### src/sv/mlap_pkg.sv
// mlap_pkg: shared types, constants and helpers of the madt local apic parser
// used by every module of the block; no dependencies
package mlap_pkg;

   localparam int OFFSET_W = 17;
   localparam logic [OFFSET_W-1:0] OFFSET_MAX = 17'h1FFFF;
   localparam logic [OFFSET_W-1:0] HDR_BYTES = 17'd44;
   localparam logic [OFFSET_W-1:0] LEN_FIRST = 17'd4;
   localparam logic [OFFSET_W-1:0] LEN_LAST = 17'd7;
   localparam logic [OFFSET_W-1:0] BASE_FIRST = 17'd36;
   localparam logic [OFFSET_W-1:0] BASE_LAST = 17'd39;
   localparam logic [7:0] MIN_CPU_ENTRY = 8'd8;
   localparam logic [7:0] MIN_ENTRY = 8'd2;
   localparam logic [7:0] TYPE_LOCAL_APIC = 8'd0;
   localparam logic [31:0] MIN_TABLE_LEN = 32'd44;

   localparam logic KIND_CPU = 1'b0;
   localparam logic KIND_SUMMARY = 1'b1;

   // one queue word: an optional cpu record followed by an optional summary
   typedef struct packed {
      logic        has_cpu;
      logic [3:0]  cpu_index;
      logic [7:0]  processor_number;
      logic [7:0]  local_apic_id;
      logic [31:0] entry_flags;
      logic        is_bootstrap;
      logic        has_sum;
      logic [4:0]  cpus_found;
      logic [31:0] apic_base_address;
      logic        used_fallback;
   } mlap_entry_type;

   typedef struct packed {
      logic full;
      logic empty;
   } mlap_qstat_type;

   typedef struct packed {
      logic        record_kind;
      logic [3:0]  cpu_index;
      logic [7:0]  processor_number;
      logic [7:0]  local_apic_id;
      logic [31:0] entry_flags;
      logic        cpu_enabled;
      logic        is_bootstrap;
      logic [4:0]  cpus_found;
      logic [31:0] apic_base_address;
      logic        used_fallback;
      logic        run_end;
   } mlap_result_type;

   function automatic logic [31:0] put_byte(input logic [31:0] word, input logic [1:0] pos,
                                            input logic [7:0] b);
      logic [31:0] r;
      r = word;
      r[{pos, 3'b000} +: 8] = b;
      return r;
   endfunction

endpackage

### src/sv/mlap_req_if.sv
// mlap_req_if: byte stream channel into the parser
// depends on nothing
interface mlap_req_if;
   logic       valid;
   logic       ready;
   logic [7:0] table_byte;
   logic       final_byte;

   modport source (output valid, output table_byte, output final_byte, input ready);
   modport sink (input valid, input table_byte, input final_byte, output ready);
endinterface

### src/sv/mlap_rsp_if.sv
// mlap_rsp_if: result channel out of the parser, cpu records and summaries
// depends on nothing
interface mlap_rsp_if;
   logic        valid;
   logic        ready;
   logic        record_kind;
   logic [3:0]  cpu_index;
   logic [7:0]  processor_number;
   logic [7:0]  local_apic_id;
   logic [31:0] entry_flags;
   logic        cpu_enabled;
   logic        is_bootstrap;
   logic [4:0]  cpus_found;
   logic [31:0] apic_base_address;
   logic        used_fallback;
   logic        run_end;

   modport source (output valid, output record_kind, output cpu_index,
                   output processor_number, output local_apic_id, output entry_flags,
                   output cpu_enabled, output is_bootstrap, output cpus_found,
                   output apic_base_address, output used_fallback, output run_end,
                   input ready);
   modport sink (input valid, input record_kind, input cpu_index,
                 input processor_number, input local_apic_id, input entry_flags,
                 input cpu_enabled, input is_bootstrap, input cpus_found,
                 input apic_base_address, input used_fallback, input run_end,
                 output ready);
endinterface

### src/sv/mlap_front.sv
// mlap_front: accepts table bytes, tracks header and entry walk, builds queue words
// depends on mlap_pkg and mlap_req_if
module mlap_front #(
   parameter int MAX_CPUS = 16,
   parameter int MAX_TABLE_BYTES = 65536
) (
   input  logic                    clock,
   input  logic                    reset,
   mlap_req_if.sink                req_ch,
   input  mlap_pkg::mlap_qstat_type q_stat,
   output logic                    push,
   output mlap_pkg::mlap_entry_type push_data
);
   import mlap_pkg::*;

   localparam int CW = $clog2(MAX_CPUS + 1);
   localparam logic [CW-1:0] CPU_LIMIT = CW'(MAX_CPUS);
   localparam logic [31:0] MAX_LEN = 32'(MAX_TABLE_BYTES);

   logic [OFFSET_W-1:0] offset_ff, offset_in;
   logic [31:0]         decl_ff, decl_in;
   logic [31:0]         base_ff, base_in;
   logic [OFFSET_W-1:0] es_ff, es_in;
   logic [7:0]          type_ff, type_in;
   logic [7:0]          len_ff, len_in;
   logic [7:0]          proc_ff, proc_in;
   logic [7:0]          apic_ff, apic_in;
   logic [31:0]         flags_ff, flags_in;
   logic [CW-1:0]       found_ff, found_in;
   logic                stopped_ff, stopped_in;

   logic                accept;
   logic [7:0]          b;
   logic                len_ok;
   logic                walk;
   logic [OFFSET_W-1:0] rel;
   logic                fallback;
   logic [CW+3:0]       idx_wide;
   logic [CW+4:0]       cnt_wide;

   assign req_ch.ready = !q_stat.full;
   assign accept = req_ch.valid && req_ch.ready;
   assign b = req_ch.table_byte;
   assign rel = offset_ff - es_ff;
   assign idx_wide = {4'b0000, found_ff};

   always_comb begin
      offset_in = (offset_ff == OFFSET_MAX) ? offset_ff : offset_ff + 1'b1;
      decl_in = decl_ff;
      base_in = base_ff;
      es_in = es_ff;
      type_in = type_ff;
      len_in = len_ff;
      proc_in = proc_ff;
      apic_in = apic_ff;
      flags_in = flags_ff;
      found_in = found_ff;
      stopped_in = stopped_ff;
      push_data = '0;

      if (offset_ff >= LEN_FIRST && offset_ff <= LEN_LAST) begin
         decl_in = put_byte(decl_ff, offset_ff[1:0], b);
      end
      if (offset_ff >= BASE_FIRST && offset_ff <= BASE_LAST) begin
         base_in = put_byte(base_ff, offset_ff[1:0], b);
      end

      len_ok = decl_in >= MIN_TABLE_LEN && decl_in <= MAX_LEN;
      walk = offset_ff >= HDR_BYTES && len_ok && !stopped_ff &&
             {15'b0, offset_ff} < decl_in && offset_ff >= es_ff;

      if (walk) begin
         if (rel == '0) begin
            type_in = b;
         end else begin
            if (rel == 17'd1) begin
               len_in = b;
               if (b < MIN_ENTRY ||
                   ({16'b0, es_ff} + {25'b0, b}) > {1'b0, decl_in}) begin
                  stopped_in = 1'b1;
               end
            end else if (rel == 17'd2) begin
               proc_in = b;
            end else if (rel == 17'd3) begin
               apic_in = b;
            end else if (rel <= 17'd7) begin
               flags_in = put_byte(flags_ff, rel[1:0], b);
            end
            if (!stopped_in && (rel + 1'b1) == {9'b0, len_in}) begin
               if (type_in == TYPE_LOCAL_APIC && len_in >= MIN_CPU_ENTRY &&
                   found_ff < CPU_LIMIT) begin
                  push_data.has_cpu = 1'b1;
                  push_data.cpu_index = idx_wide[3:0];
                  push_data.processor_number = proc_in;
                  push_data.local_apic_id = apic_in;
                  push_data.entry_flags = flags_in;
                  push_data.is_bootstrap = (found_ff == '0);
                  found_in = found_ff + 1'b1;
               end
               es_in = es_ff + {9'b0, len_in};
            end
         end
      end

      cnt_wide = {5'b00000, found_in};
      fallback = !len_ok || found_in == '0;

      if (req_ch.final_byte) begin
         push_data.has_sum = 1'b1;
         push_data.cpus_found = fallback ? 5'd1 : cnt_wide[4:0];
         push_data.apic_base_address = fallback ? 32'd0 : base_in;
         push_data.used_fallback = fallback;
         // next table starts from scratch
         offset_in = '0;
         decl_in = '0;
         base_in = '0;
         es_in = HDR_BYTES;
         type_in = '0;
         len_in = '0;
         proc_in = '0;
         apic_in = '0;
         flags_in = '0;
         found_in = '0;
         stopped_in = 1'b0;
      end
   end

   assign push = accept && (push_data.has_cpu || push_data.has_sum);

   always_ff @(posedge clock) begin
      if (reset) begin
         offset_ff <= '0;
         decl_ff <= '0;
         base_ff <= '0;
         es_ff <= HDR_BYTES;
         type_ff <= '0;
         len_ff <= '0;
         proc_ff <= '0;
         apic_ff <= '0;
         flags_ff <= '0;
         found_ff <= '0;
         stopped_ff <= 1'b0;
      end else if (accept) begin
         offset_ff <= offset_in;
         decl_ff <= decl_in;
         base_ff <= base_in;
         es_ff <= es_in;
         type_ff <= type_in;
         len_ff <= len_in;
         proc_ff <= proc_in;
         apic_ff <= apic_in;
         flags_ff <= flags_in;
         found_ff <= found_in;
         stopped_ff <= stopped_in;
      end
   end

   a_found_bounded: assert property (@(posedge clock) disable iff (reset)
      found_ff <= CPU_LIMIT)
      else $error("cpu count passed its limit");

   a_entry_in_table: assert property (@(posedge clock) disable iff (reset)
      (accept && !req_ch.final_byte && walk && !stopped_in && es_in != es_ff) |->
      {15'b0, es_in} <= decl_in)
      else $error("entry walk ran past the table length");

endmodule

### src/sv/mlap_queue.sv
// mlap_queue: small fifo of queue words between front and back
// depends on mlap_pkg
module mlap_queue #(
   parameter int DEPTH = 4
) (
   input  logic                     clock,
   input  logic                     reset,
   input  logic                     push,
   input  mlap_pkg::mlap_entry_type push_data,
   input  logic                     pop,
   output mlap_pkg::mlap_entry_type head,
   output mlap_pkg::mlap_qstat_type q_stat
);
   import mlap_pkg::*;

   localparam int PW = (DEPTH > 1) ? $clog2(DEPTH) : 1;
   localparam int NW = $clog2(DEPTH + 1);
   localparam logic [PW-1:0] LAST_SLOT = PW'(DEPTH - 1);
   localparam logic [NW-1:0] FULL_COUNT = NW'(DEPTH);

   mlap_entry_type      slots_ff [DEPTH];
   logic [PW-1:0]       wr_ff, wr_in;
   logic [PW-1:0]       rd_ff, rd_in;
   logic [NW-1:0]       count_ff, count_in;

   assign q_stat.full = (count_ff == FULL_COUNT);
   assign q_stat.empty = (count_ff == '0);
   assign head = slots_ff[rd_ff];

   always_comb begin
      wr_in = wr_ff;
      rd_in = rd_ff;
      count_in = count_ff;
      if (push) begin
         wr_in = (wr_ff == LAST_SLOT) ? '0 : wr_ff + 1'b1;
      end
      if (pop) begin
         rd_in = (rd_ff == LAST_SLOT) ? '0 : rd_ff + 1'b1;
      end
      if (push && !pop) begin
         count_in = count_ff + 1'b1;
      end else if (pop && !push) begin
         count_in = count_ff - 1'b1;
      end
   end

   always_ff @(posedge clock) begin
      if (push) begin
         slots_ff[wr_ff] <= push_data;
      end
   end

   always_ff @(posedge clock) begin
      if (reset) begin
         wr_ff <= '0;
         rd_ff <= '0;
         count_ff <= '0;
      end else begin
         wr_ff <= wr_in;
         rd_ff <= rd_in;
         count_ff <= count_in;
      end
   end

   a_no_overflow: assert property (@(posedge clock) disable iff (reset)
      push |-> !q_stat.full)
      else $error("push into full queue");

   a_no_underflow: assert property (@(posedge clock) disable iff (reset)
      pop |-> !q_stat.empty)
      else $error("pop from empty queue");

endmodule

### src/sv/mlap_back.sv
// mlap_back: drains queue words into result words, record before summary
// depends on mlap_pkg and mlap_rsp_if
module mlap_back (
   input  logic                     clock,
   input  logic                     reset,
   input  mlap_pkg::mlap_entry_type head,
   input  mlap_pkg::mlap_qstat_type q_stat,
   output logic                     pop,
   mlap_rsp_if.source               rsp_ch
);
   import mlap_pkg::*;

   logic            valid_ff, valid_in;
   logic            phase_ff, phase_in;
   mlap_result_type out_ff, out_in;
   logic            load;
   logic            cpu_now;

   assign load = !valid_ff || rsp_ch.ready;
   assign cpu_now = head.has_cpu && !phase_ff;

   always_comb begin
      valid_in = valid_ff;
      phase_in = phase_ff;
      out_in = out_ff;
      pop = 1'b0;
      if (load) begin
         valid_in = !q_stat.empty;
         if (!q_stat.empty) begin
            out_in = '0;
            if (cpu_now) begin
               out_in.record_kind = KIND_CPU;
               out_in.cpu_index = head.cpu_index;
               out_in.processor_number = head.processor_number;
               out_in.local_apic_id = head.local_apic_id;
               out_in.entry_flags = head.entry_flags;
               out_in.cpu_enabled = head.entry_flags[0];
               out_in.is_bootstrap = head.is_bootstrap;
               out_in.run_end = !head.has_sum;
            end else begin
               out_in.record_kind = KIND_SUMMARY;
               out_in.cpus_found = head.cpus_found;
               out_in.apic_base_address = head.apic_base_address;
               out_in.used_fallback = head.used_fallback;
               out_in.run_end = 1'b1;
            end
            // hold the word for its summary after sending the record
            phase_in = cpu_now && head.has_sum;
            pop = !(cpu_now && head.has_sum);
         end
      end
   end

   always_ff @(posedge clock) begin
      if (reset) begin
         valid_ff <= 1'b0;
         phase_ff <= 1'b0;
      end else begin
         valid_ff <= valid_in;
         phase_ff <= phase_in;
      end
   end

   always_ff @(posedge clock) begin
      out_ff <= out_in;
   end

   assign rsp_ch.valid = valid_ff;
   assign rsp_ch.record_kind = out_ff.record_kind;
   assign rsp_ch.cpu_index = out_ff.cpu_index;
   assign rsp_ch.processor_number = out_ff.processor_number;
   assign rsp_ch.local_apic_id = out_ff.local_apic_id;
   assign rsp_ch.entry_flags = out_ff.entry_flags;
   assign rsp_ch.cpu_enabled = out_ff.cpu_enabled;
   assign rsp_ch.is_bootstrap = out_ff.is_bootstrap;
   assign rsp_ch.cpus_found = out_ff.cpus_found;
   assign rsp_ch.apic_base_address = out_ff.apic_base_address;
   assign rsp_ch.used_fallback = out_ff.used_fallback;
   assign rsp_ch.run_end = out_ff.run_end;

   a_summary_ends_run: assert property (@(posedge clock) disable iff (reset)
      (valid_ff && out_ff.record_kind == KIND_SUMMARY) |-> out_ff.run_end)
      else $error("summary without run end");

   a_phase_holds_word: assert property (@(posedge clock) disable iff (reset)
      phase_ff |-> (!q_stat.empty && head.has_sum))
      else $error("pending summary lost from queue");

endmodule

### src/sv/madt_local_apic_parser_top.sv
// madt_local_apic_parser_top: parser top level, front, queue and back joined
// depends on mlap_pkg, mlap_req_if, mlap_rsp_if, mlap_front, mlap_queue, mlap_back
//
// The block takes an acpi madt one byte per cycle on req_ch, starting at offset zero,
// and keeps taking a byte every cycle while its result queue of QUEUE_DEPTH words has
// room; a byte is parsed in the cycle it is taken. Results leave through a registered
// stage on rsp_ch at one per cycle while the receiver is ready, so a final byte that
// also completes a cpu entry yields two result words (record, then summary); this
// output side is the only thing that can push back on the input. The first result of
// a byte is written into the queue and then into the registered output stage.
module madt_local_apic_parser_top #(
   parameter int MAX_CPUS = 16,
   parameter int MAX_TABLE_BYTES = 65536,
   parameter int QUEUE_DEPTH = 4
) (
   input  logic        clock,
   input  logic        reset,
   mlap_req_if.sink    req_ch,
   mlap_rsp_if.source  rsp_ch
);
   import mlap_pkg::*;

   logic           push;
   logic           pop;
   mlap_entry_type push_data;
   mlap_entry_type head;
   mlap_qstat_type q_stat;

   mlap_front #(
      .MAX_CPUS(MAX_CPUS),
      .MAX_TABLE_BYTES(MAX_TABLE_BYTES)
   ) u_front (
      .clock(clock),
      .reset(reset),
      .req_ch(req_ch),
      .q_stat(q_stat),
      .push(push),
      .push_data(push_data)
   );

   mlap_queue #(
      .DEPTH(QUEUE_DEPTH)
   ) u_queue (
      .clock(clock),
      .reset(reset),
      .push(push),
      .push_data(push_data),
      .pop(pop),
      .head(head),
      .q_stat(q_stat)
   );

   mlap_back u_back (
      .clock(clock),
      .reset(reset),
      .head(head),
      .q_stat(q_stat),
      .pop(pop),
      .rsp_ch(rsp_ch)
   );

endmodule

### src/flat_wrapper.sv
// flat-port wrapper written by rule: the top's interface ports become plain ports
module madt_local_apic_parser_top_flat import mlap_pkg::*;
#(
   parameter int MAX_CPUS = 16,
   parameter int MAX_TABLE_BYTES = 65536,
   parameter int QUEUE_DEPTH = 4
)
  (clock, reset, req_ch_valid, req_ch_table_byte, req_ch_final_byte, req_ch_ready, rsp_ch_valid, rsp_ch_record_kind, rsp_ch_cpu_index, rsp_ch_processor_number, rsp_ch_local_apic_id, rsp_ch_entry_flags, rsp_ch_cpu_enabled, rsp_ch_is_bootstrap, rsp_ch_cpus_found, rsp_ch_apic_base_address, rsp_ch_used_fallback, rsp_ch_run_end, rsp_ch_ready);
  mlap_req_if req_ch_i ();
  mlap_rsp_if rsp_ch_i ();
  input  logic clock;
  input  logic reset;
  input wire logic [$bits(req_ch_i.valid)-1:0] req_ch_valid;
  input wire logic [$bits(req_ch_i.table_byte)-1:0] req_ch_table_byte;
  input wire logic [$bits(req_ch_i.final_byte)-1:0] req_ch_final_byte;
  output wire logic [$bits(req_ch_i.ready)-1:0] req_ch_ready;
  output wire logic [$bits(rsp_ch_i.valid)-1:0] rsp_ch_valid;
  output wire logic [$bits(rsp_ch_i.record_kind)-1:0] rsp_ch_record_kind;
  output wire logic [$bits(rsp_ch_i.cpu_index)-1:0] rsp_ch_cpu_index;
  output wire logic [$bits(rsp_ch_i.processor_number)-1:0] rsp_ch_processor_number;
  output wire logic [$bits(rsp_ch_i.local_apic_id)-1:0] rsp_ch_local_apic_id;
  output wire logic [$bits(rsp_ch_i.entry_flags)-1:0] rsp_ch_entry_flags;
  output wire logic [$bits(rsp_ch_i.cpu_enabled)-1:0] rsp_ch_cpu_enabled;
  output wire logic [$bits(rsp_ch_i.is_bootstrap)-1:0] rsp_ch_is_bootstrap;
  output wire logic [$bits(rsp_ch_i.cpus_found)-1:0] rsp_ch_cpus_found;
  output wire logic [$bits(rsp_ch_i.apic_base_address)-1:0] rsp_ch_apic_base_address;
  output wire logic [$bits(rsp_ch_i.used_fallback)-1:0] rsp_ch_used_fallback;
  output wire logic [$bits(rsp_ch_i.run_end)-1:0] rsp_ch_run_end;
  input wire logic [$bits(rsp_ch_i.ready)-1:0] rsp_ch_ready;
  assign req_ch_i.valid = req_ch_valid;
  assign req_ch_i.table_byte = req_ch_table_byte;
  assign req_ch_i.final_byte = req_ch_final_byte;
  assign req_ch_ready = req_ch_i.ready;
  assign rsp_ch_valid = rsp_ch_i.valid;
  assign rsp_ch_record_kind = rsp_ch_i.record_kind;
  assign rsp_ch_cpu_index = rsp_ch_i.cpu_index;
  assign rsp_ch_processor_number = rsp_ch_i.processor_number;
  assign rsp_ch_local_apic_id = rsp_ch_i.local_apic_id;
  assign rsp_ch_entry_flags = rsp_ch_i.entry_flags;
  assign rsp_ch_cpu_enabled = rsp_ch_i.cpu_enabled;
  assign rsp_ch_is_bootstrap = rsp_ch_i.is_bootstrap;
  assign rsp_ch_cpus_found = rsp_ch_i.cpus_found;
  assign rsp_ch_apic_base_address = rsp_ch_i.apic_base_address;
  assign rsp_ch_used_fallback = rsp_ch_i.used_fallback;
  assign rsp_ch_run_end = rsp_ch_i.run_end;
  assign rsp_ch_i.ready = rsp_ch_ready;
  madt_local_apic_parser_top #(.MAX_CPUS(MAX_CPUS), .MAX_TABLE_BYTES(MAX_TABLE_BYTES), .QUEUE_DEPTH(QUEUE_DEPTH)) u_core (.clock(clock), .reset(reset), .req_ch(req_ch_i), .rsp_ch(rsp_ch_i));
endmodule
### config.mk
export PLATFORM = sky130hd
export DESIGN_NAME = madt_local_apic_parser_top_flat
export DESIGN_NICKNAME = d
export VERILOG_FILES = /design/src/sv/mlap_pkg.sv /design/src/sv/mlap_req_if.sv /design/src/sv/mlap_rsp_if.sv /design/src/sv/mlap_front.sv /design/src/sv/mlap_queue.sv /design/src/sv/mlap_back.sv /design/src/sv/madt_local_apic_parser_top.sv /design/src/flat_wrapper.sv
export SDC_FILE = /design/constraint.sdc
export NUM_CORES = 1
export LEC_CHECK = 0
export ABC_CLOCK_PERIOD_IN_PS = 13380
export BUFFER_PORTS_ARGS = -buffer_cell sky130_fd_sc_hd__buf_2
export CAP_MARGIN = 20
export CORE_MARGIN = 2
export CORE_UTILIZATION = 55
export DETAILED_ROUTE_END_ITERATION = 7
export PLACE_DENSITY = 0.72
export SLEW_MARGIN = 0
export SYNTH_ARGS = -nofsm -noshare
export SYNTH_HDL_FRONTEND = slang
export SYNTH_HIERARCHICAL = 1
export SYNTH_SLANG_ARGS = --single-unit
### constraint.sdc
create_clock -name clock -period 13.38 [get_ports clock]
set_input_delay 3.345 -clock clock [delete_from_list [all_inputs] [get_ports clock]]
set_output_delay 3.345 -clock clock [all_outputs]
set_load 0.1 [all_outputs]
==> results by group <==
Logic synthesis
  – Syn Area/Cell: roughly 13 sq um
  – Number of flops mapped to enable cells by yosys: ~470
  – Post-synth net total: ~2400
  – Top post-synthesis cells by area: edfxtp_1, dfxtp_1, mux4_2
  – Mapped Cells: between 2000 and 2500
  – Yosys cell types: 85
  – XOR/XNOR Fraction of Synth Area: between 1.5 and 2%
  – Main synth FF type: edfxtp_1
  – Sequential share of the synthesized area: 59.8%
  – Async set or reset register ratio after synthesis: 0%
  – Ys Warns: 6
  – Post-Syn Area: around 30000 sq um
  – Complex-gate fraction of the synthesized area: approximately a tenth
  – Mux cell area share after synthesis: around 8.5%
  – Post-Synth Adder-Cell Area: 4.03%
  – Top-area cell type share of the netlist area: between 40% and 50%
  – Post-Synth Simple-Gate Area: between 10% and 20%
  – #FFs+latches synth: 644
  – Largest family of logic cells by synthesized area: simple AND/OR/NAND/NOR gates
  – Area leader, netlist: edfxtp_1

Die
  – IO Count: 109
  – DIE AREA: 55200 sq um
  – Die X-Extent: 235 microns
  – Core Area: 52700 sq um
  – Starting Density: a little under three fifths
  – Rows: 84
  – Chip height: ~230 microns

Timing
  – Final Hold Fails: 0
  – Worst-Margin Slew: 1170 ps
  – Tmin final: slightly above 10000 ps
  – Slew Limit Headroom: 21.4%
  – Setup TNS: 0 ps
  – Final setup fails: 0
  – FMAX: 0.0972 GHz
  – Max Slew Vio Count: 0
  – Period utilization: between 70% and 80%
  – Unrepaired setup endpoints after global routing: false
  – Layout Skew: around 23 ps

Critical path
  – Worst-path maximum fanout: 62
  – Most common cell on crit path: a21oi_1
  – Arrival time of the worst setup path: roughly 11000 ps
  – Critical R2R Capture: u_core/u_queue/slots_ff[1][1]$_DFFE_PP_
  – Crit end category: register
  – WS Path Type: in -> reg
  – Reg2reg setup slack: 5630 ps
  – Reg2Reg Launch Point: u_core/u_front/offset_ff[0]$_SDFFE_PP0P_
  – Path depth of the worst reg2reg path: 17
  – Crit-path slowest cell: and2_4
  – Worst Path Required: between 10000 and 15000 ps
  – Critical Path Start Type: input port
  – Top Family by Delay on Critical Path: compound AO/OA/AOI/OAI gates
  – Max incr delay on CP: a little over 800 ps
  – WP buf/inv: 5

Detailed routing
  – Drt drc: 0
  – 1st-iter DRT viols: 2126
  – Vias: roughly 19000
  – Final WL: 70800 microns
  – Drt wl/cell: roughly 23 microns
  – Post-route ant nets: 0
  – Post-DR vias/cell: ~6
  – Pre-Repair DR Iteration Count: 6

Clocking
  – Clock sinks: roughly 640
  – CTS tree: built
  – Total CTS buffers: between 60 and 70
  – CTS Hold Bufs: 0
  – H-Tree Depth: 3
  – Clk buf depth: 3
  – Clock slew seen by the registers of the worst setup and hold paths: around 60 ps
  – Post-cts sizing count: 0
  – Setup Fix Bufs, Post-CTS: 0
  – Root Buffer: clkbuf_16
  – Clock Latency Late Sink: roughly 610 ps

Placement
  – RePlAce Congestion: roughly 0.9
  – IO Port Bufs: around 110
  – Placed cell count: 2980
  – Placed wire-length estimate: between 40000 and 50000 microns

Status
  – Status: finished clean

Min path
  – Min-delay src: u_core/u_front/es_ff[14]$_SDFFE_PP0P_
  – Hold WC Path Type: reg -> reg
  – WHS Path Cells: 2
  – Worst hold endpoint: u_core/u_front/es_ff[14]$_SDFFE_PP0P_

GRT
  – Largest net degree at the start of global routing: 96
  – Total grt overflow: 0
  – First-pass GRT wire length: about 110000 microns
  – Vias in the first global route: around 19000
  – Gr usage total: 25.4%
  – Met1 GRT Util: 35.3%
  – Initial antenna violation count: 7
  – Gr busiest metal: met2
  – GRT met3 Usage: around 4.2%
  – M2 GR Usage: 40.6%

Layout
  – Final #Nets: between 2000 and 2500
  – Layout area overhead: 10.8%
  – Commonest non-fill, non-tap cell in the layout: edfxtp_1
  – Non-filler cells in the finished layout: 3107
  – Most frequent cells in the layout: edfxtp_1, nor2_1, dfxtp_1, a22oi_1, nand2_1
  – Share of layout cells above drive strength 1: roughly 17%

Pwr
  – P_leak: 11.1 nW
  – Total power: just over 6 mW
  – Worst VDD drop: roughly 0.00015 V
  – Power per Cell Area: 191 nW/um^2

Run
  – Max-cap violations: 0
state kept, by name, summed over array words and instances (netlist names), 3 cells and up, named ones only:
register / count
u_core/u_queue/count_ff: 3
u_core/u_back/rsp_ch.apic_base_address: 32
u_core/u_back/rsp_ch.cpu_index: 4
u_core/u_front/base_ff: 32
u_core/u_front/type_ff: 8
u_core/u_front/offset_ff: 17
u_core/u_front/flags_ff: 32
u_core/u_front/found_ff: 5
u_core/u_front/proc_ff: 8
u_core/u_front/decl_ff: 32
u_core/u_back/rsp_ch.local_apic_id: 8
u_core/u_front/len_ff: 8
u_core/u_queue/slots_ff: 372
u_core/u_back/rsp_ch.cpus_found: 5
u_core/u_front/es_ff: 17
u_core/u_back/rsp_ch.processor_number: 8
u_core/u_back/rsp_ch.entry_flags: 32
u_core/u_front/apic_ff: 8
where the power goes:
part	total (mW)	internal, mW	switching (mW)
sequential	2.44	2.38	0.0557
combinational	1.91	0.392	1.52
clock	1.86	1.08	0.786
per-stage QoR:
| step | util [%] | hold slack (ps) | area, sq um | setup WS [ps] |
|---|---|---|---|---|
| floorplan | - | 438 | 29300 | 2710 |
| detailed placement | 57.5 | 469 | 30300 | 2020 |
| global placement | 57.5 | 449 | 30300 | 2350 |
| global route | 61.7 | 510 | 32500 | 2460 |
| CTS | 61.7 | 478 | 32500 | 2620 |
| finish | 61.7 | 474 | 32500 | 3090 |
worst reg2reg max path, cell delays in order, from the launching register on:
cell	delay, ps
dfxtp_1	510
inv_1	280
ha_1	310
fa_1	430
nand2b_1	220
a211oi_1	370
o21bai_1	250
a221oi_1	830
nor4_1	150
or4b_1	690
mux2_2	470
xnor2_1	200
nor3_1	430
a31oi_1	450
nor3_1	290
clkbuf_4	240
and2_4	830
buf_4	480
final cells by class:
| cell class | instances | area, sq um |
|---|---|---|
| clock inverter | 44 | 397 |
| multi-input combinational | 1455 | 10900 |
| tap | 688 | 861 |
| inverter | 56 | 210 |
| sequential | 644 | 17600 |
| timing repair buffer | 139 | 773 |
| antenna | 2 | 5.00 |
| fill | 3984 | 20200 |
| clock buffer | 79 | 1820 |
kinds of logic after synthesis:
logic type	count (synthesis)
AND/OR/NAND/NOR	753
multiplexers	132
buffers and inverters	192
flip-flops	644
AO/OA/AOI/OAI	415
XOR/XNOR	63
adder cells (fa/ha/maj)	92
worst max path at each step:
stage | cells after the start | slack (ps) | end | from
after detailed placement | 28 | 2020 | u_core/u_queue/slots_ff[1][23]$_DFFE_PP_ | req_ch_table_byte[0]
after CTS | 28 | 2620 | u_core/u_queue/slots_ff[1][28]$_DFFE_PP_ | req_ch_table_byte[0]
after global routing | 28 | 2460 | u_core/u_queue/slots_ff[1][28]$_DFFE_PP_ | req_ch_table_byte[1]
after global placement | 28 | 2350 | u_core/u_queue/slots_ff[1][24]$_DFFE_PP_ | req_ch_table_byte[0]
after floorplan | 24 | 2710 | u_core/u_queue/slots_ff[0][0]$_DFFE_PP_ | req_ch_table_byte[1]
final | 29 | 3090 | u_core/u_queue/slots_ff[1][1]$_DFFE_PP_ | req_ch_table_byte[0]
per-layer routing:
layer / vias to the layer above / wire length [microns] / part of all wire [%]
li1: 8718 / - / -
met1: 9546 / 30500 / 43
met2: 758 / 33600 / 47
met3: 157 / 4430 / 6.3
met4: 10 / 2230 / 3.2
met5: - / 69 / 0.097
cell usage after synthesis, types with 4 or more instances:
library cell and count:
a211oi_1 8, a21o_1 25, a21oi_1 108, a22oi_1 145, a31oi_1 4, and2_1 105, and2_2 4, and3_1 5
buf_2 11, buf_4 5, buf_6 22, clkbuf_1 97, dfxtp_1 179, edfxtp_1 465, fa_1 4, ha_1 88
inv_1 55, mux2_2 8, mux2i_1 28, mux4_2 93, nand2_1 109, nand2b_1 14, nand3_1 30, nand3b_1 5
nand4_1 20, nand4b_1 6, nor2_1 305, nor2b_1 24, nor3_1 24, nor3_2 30, nor3b_1 7, nor4_1 22
nor4b_1 6, o211ai_1 4, o21a_1 5, o21ai_0 54, o21bai_1 12, o31ai_1 5, or3_1 13, or4_1 4
xnor2_1 40, xor2_1 23
No activity file was read; power rests on OpenSTA's default activity.
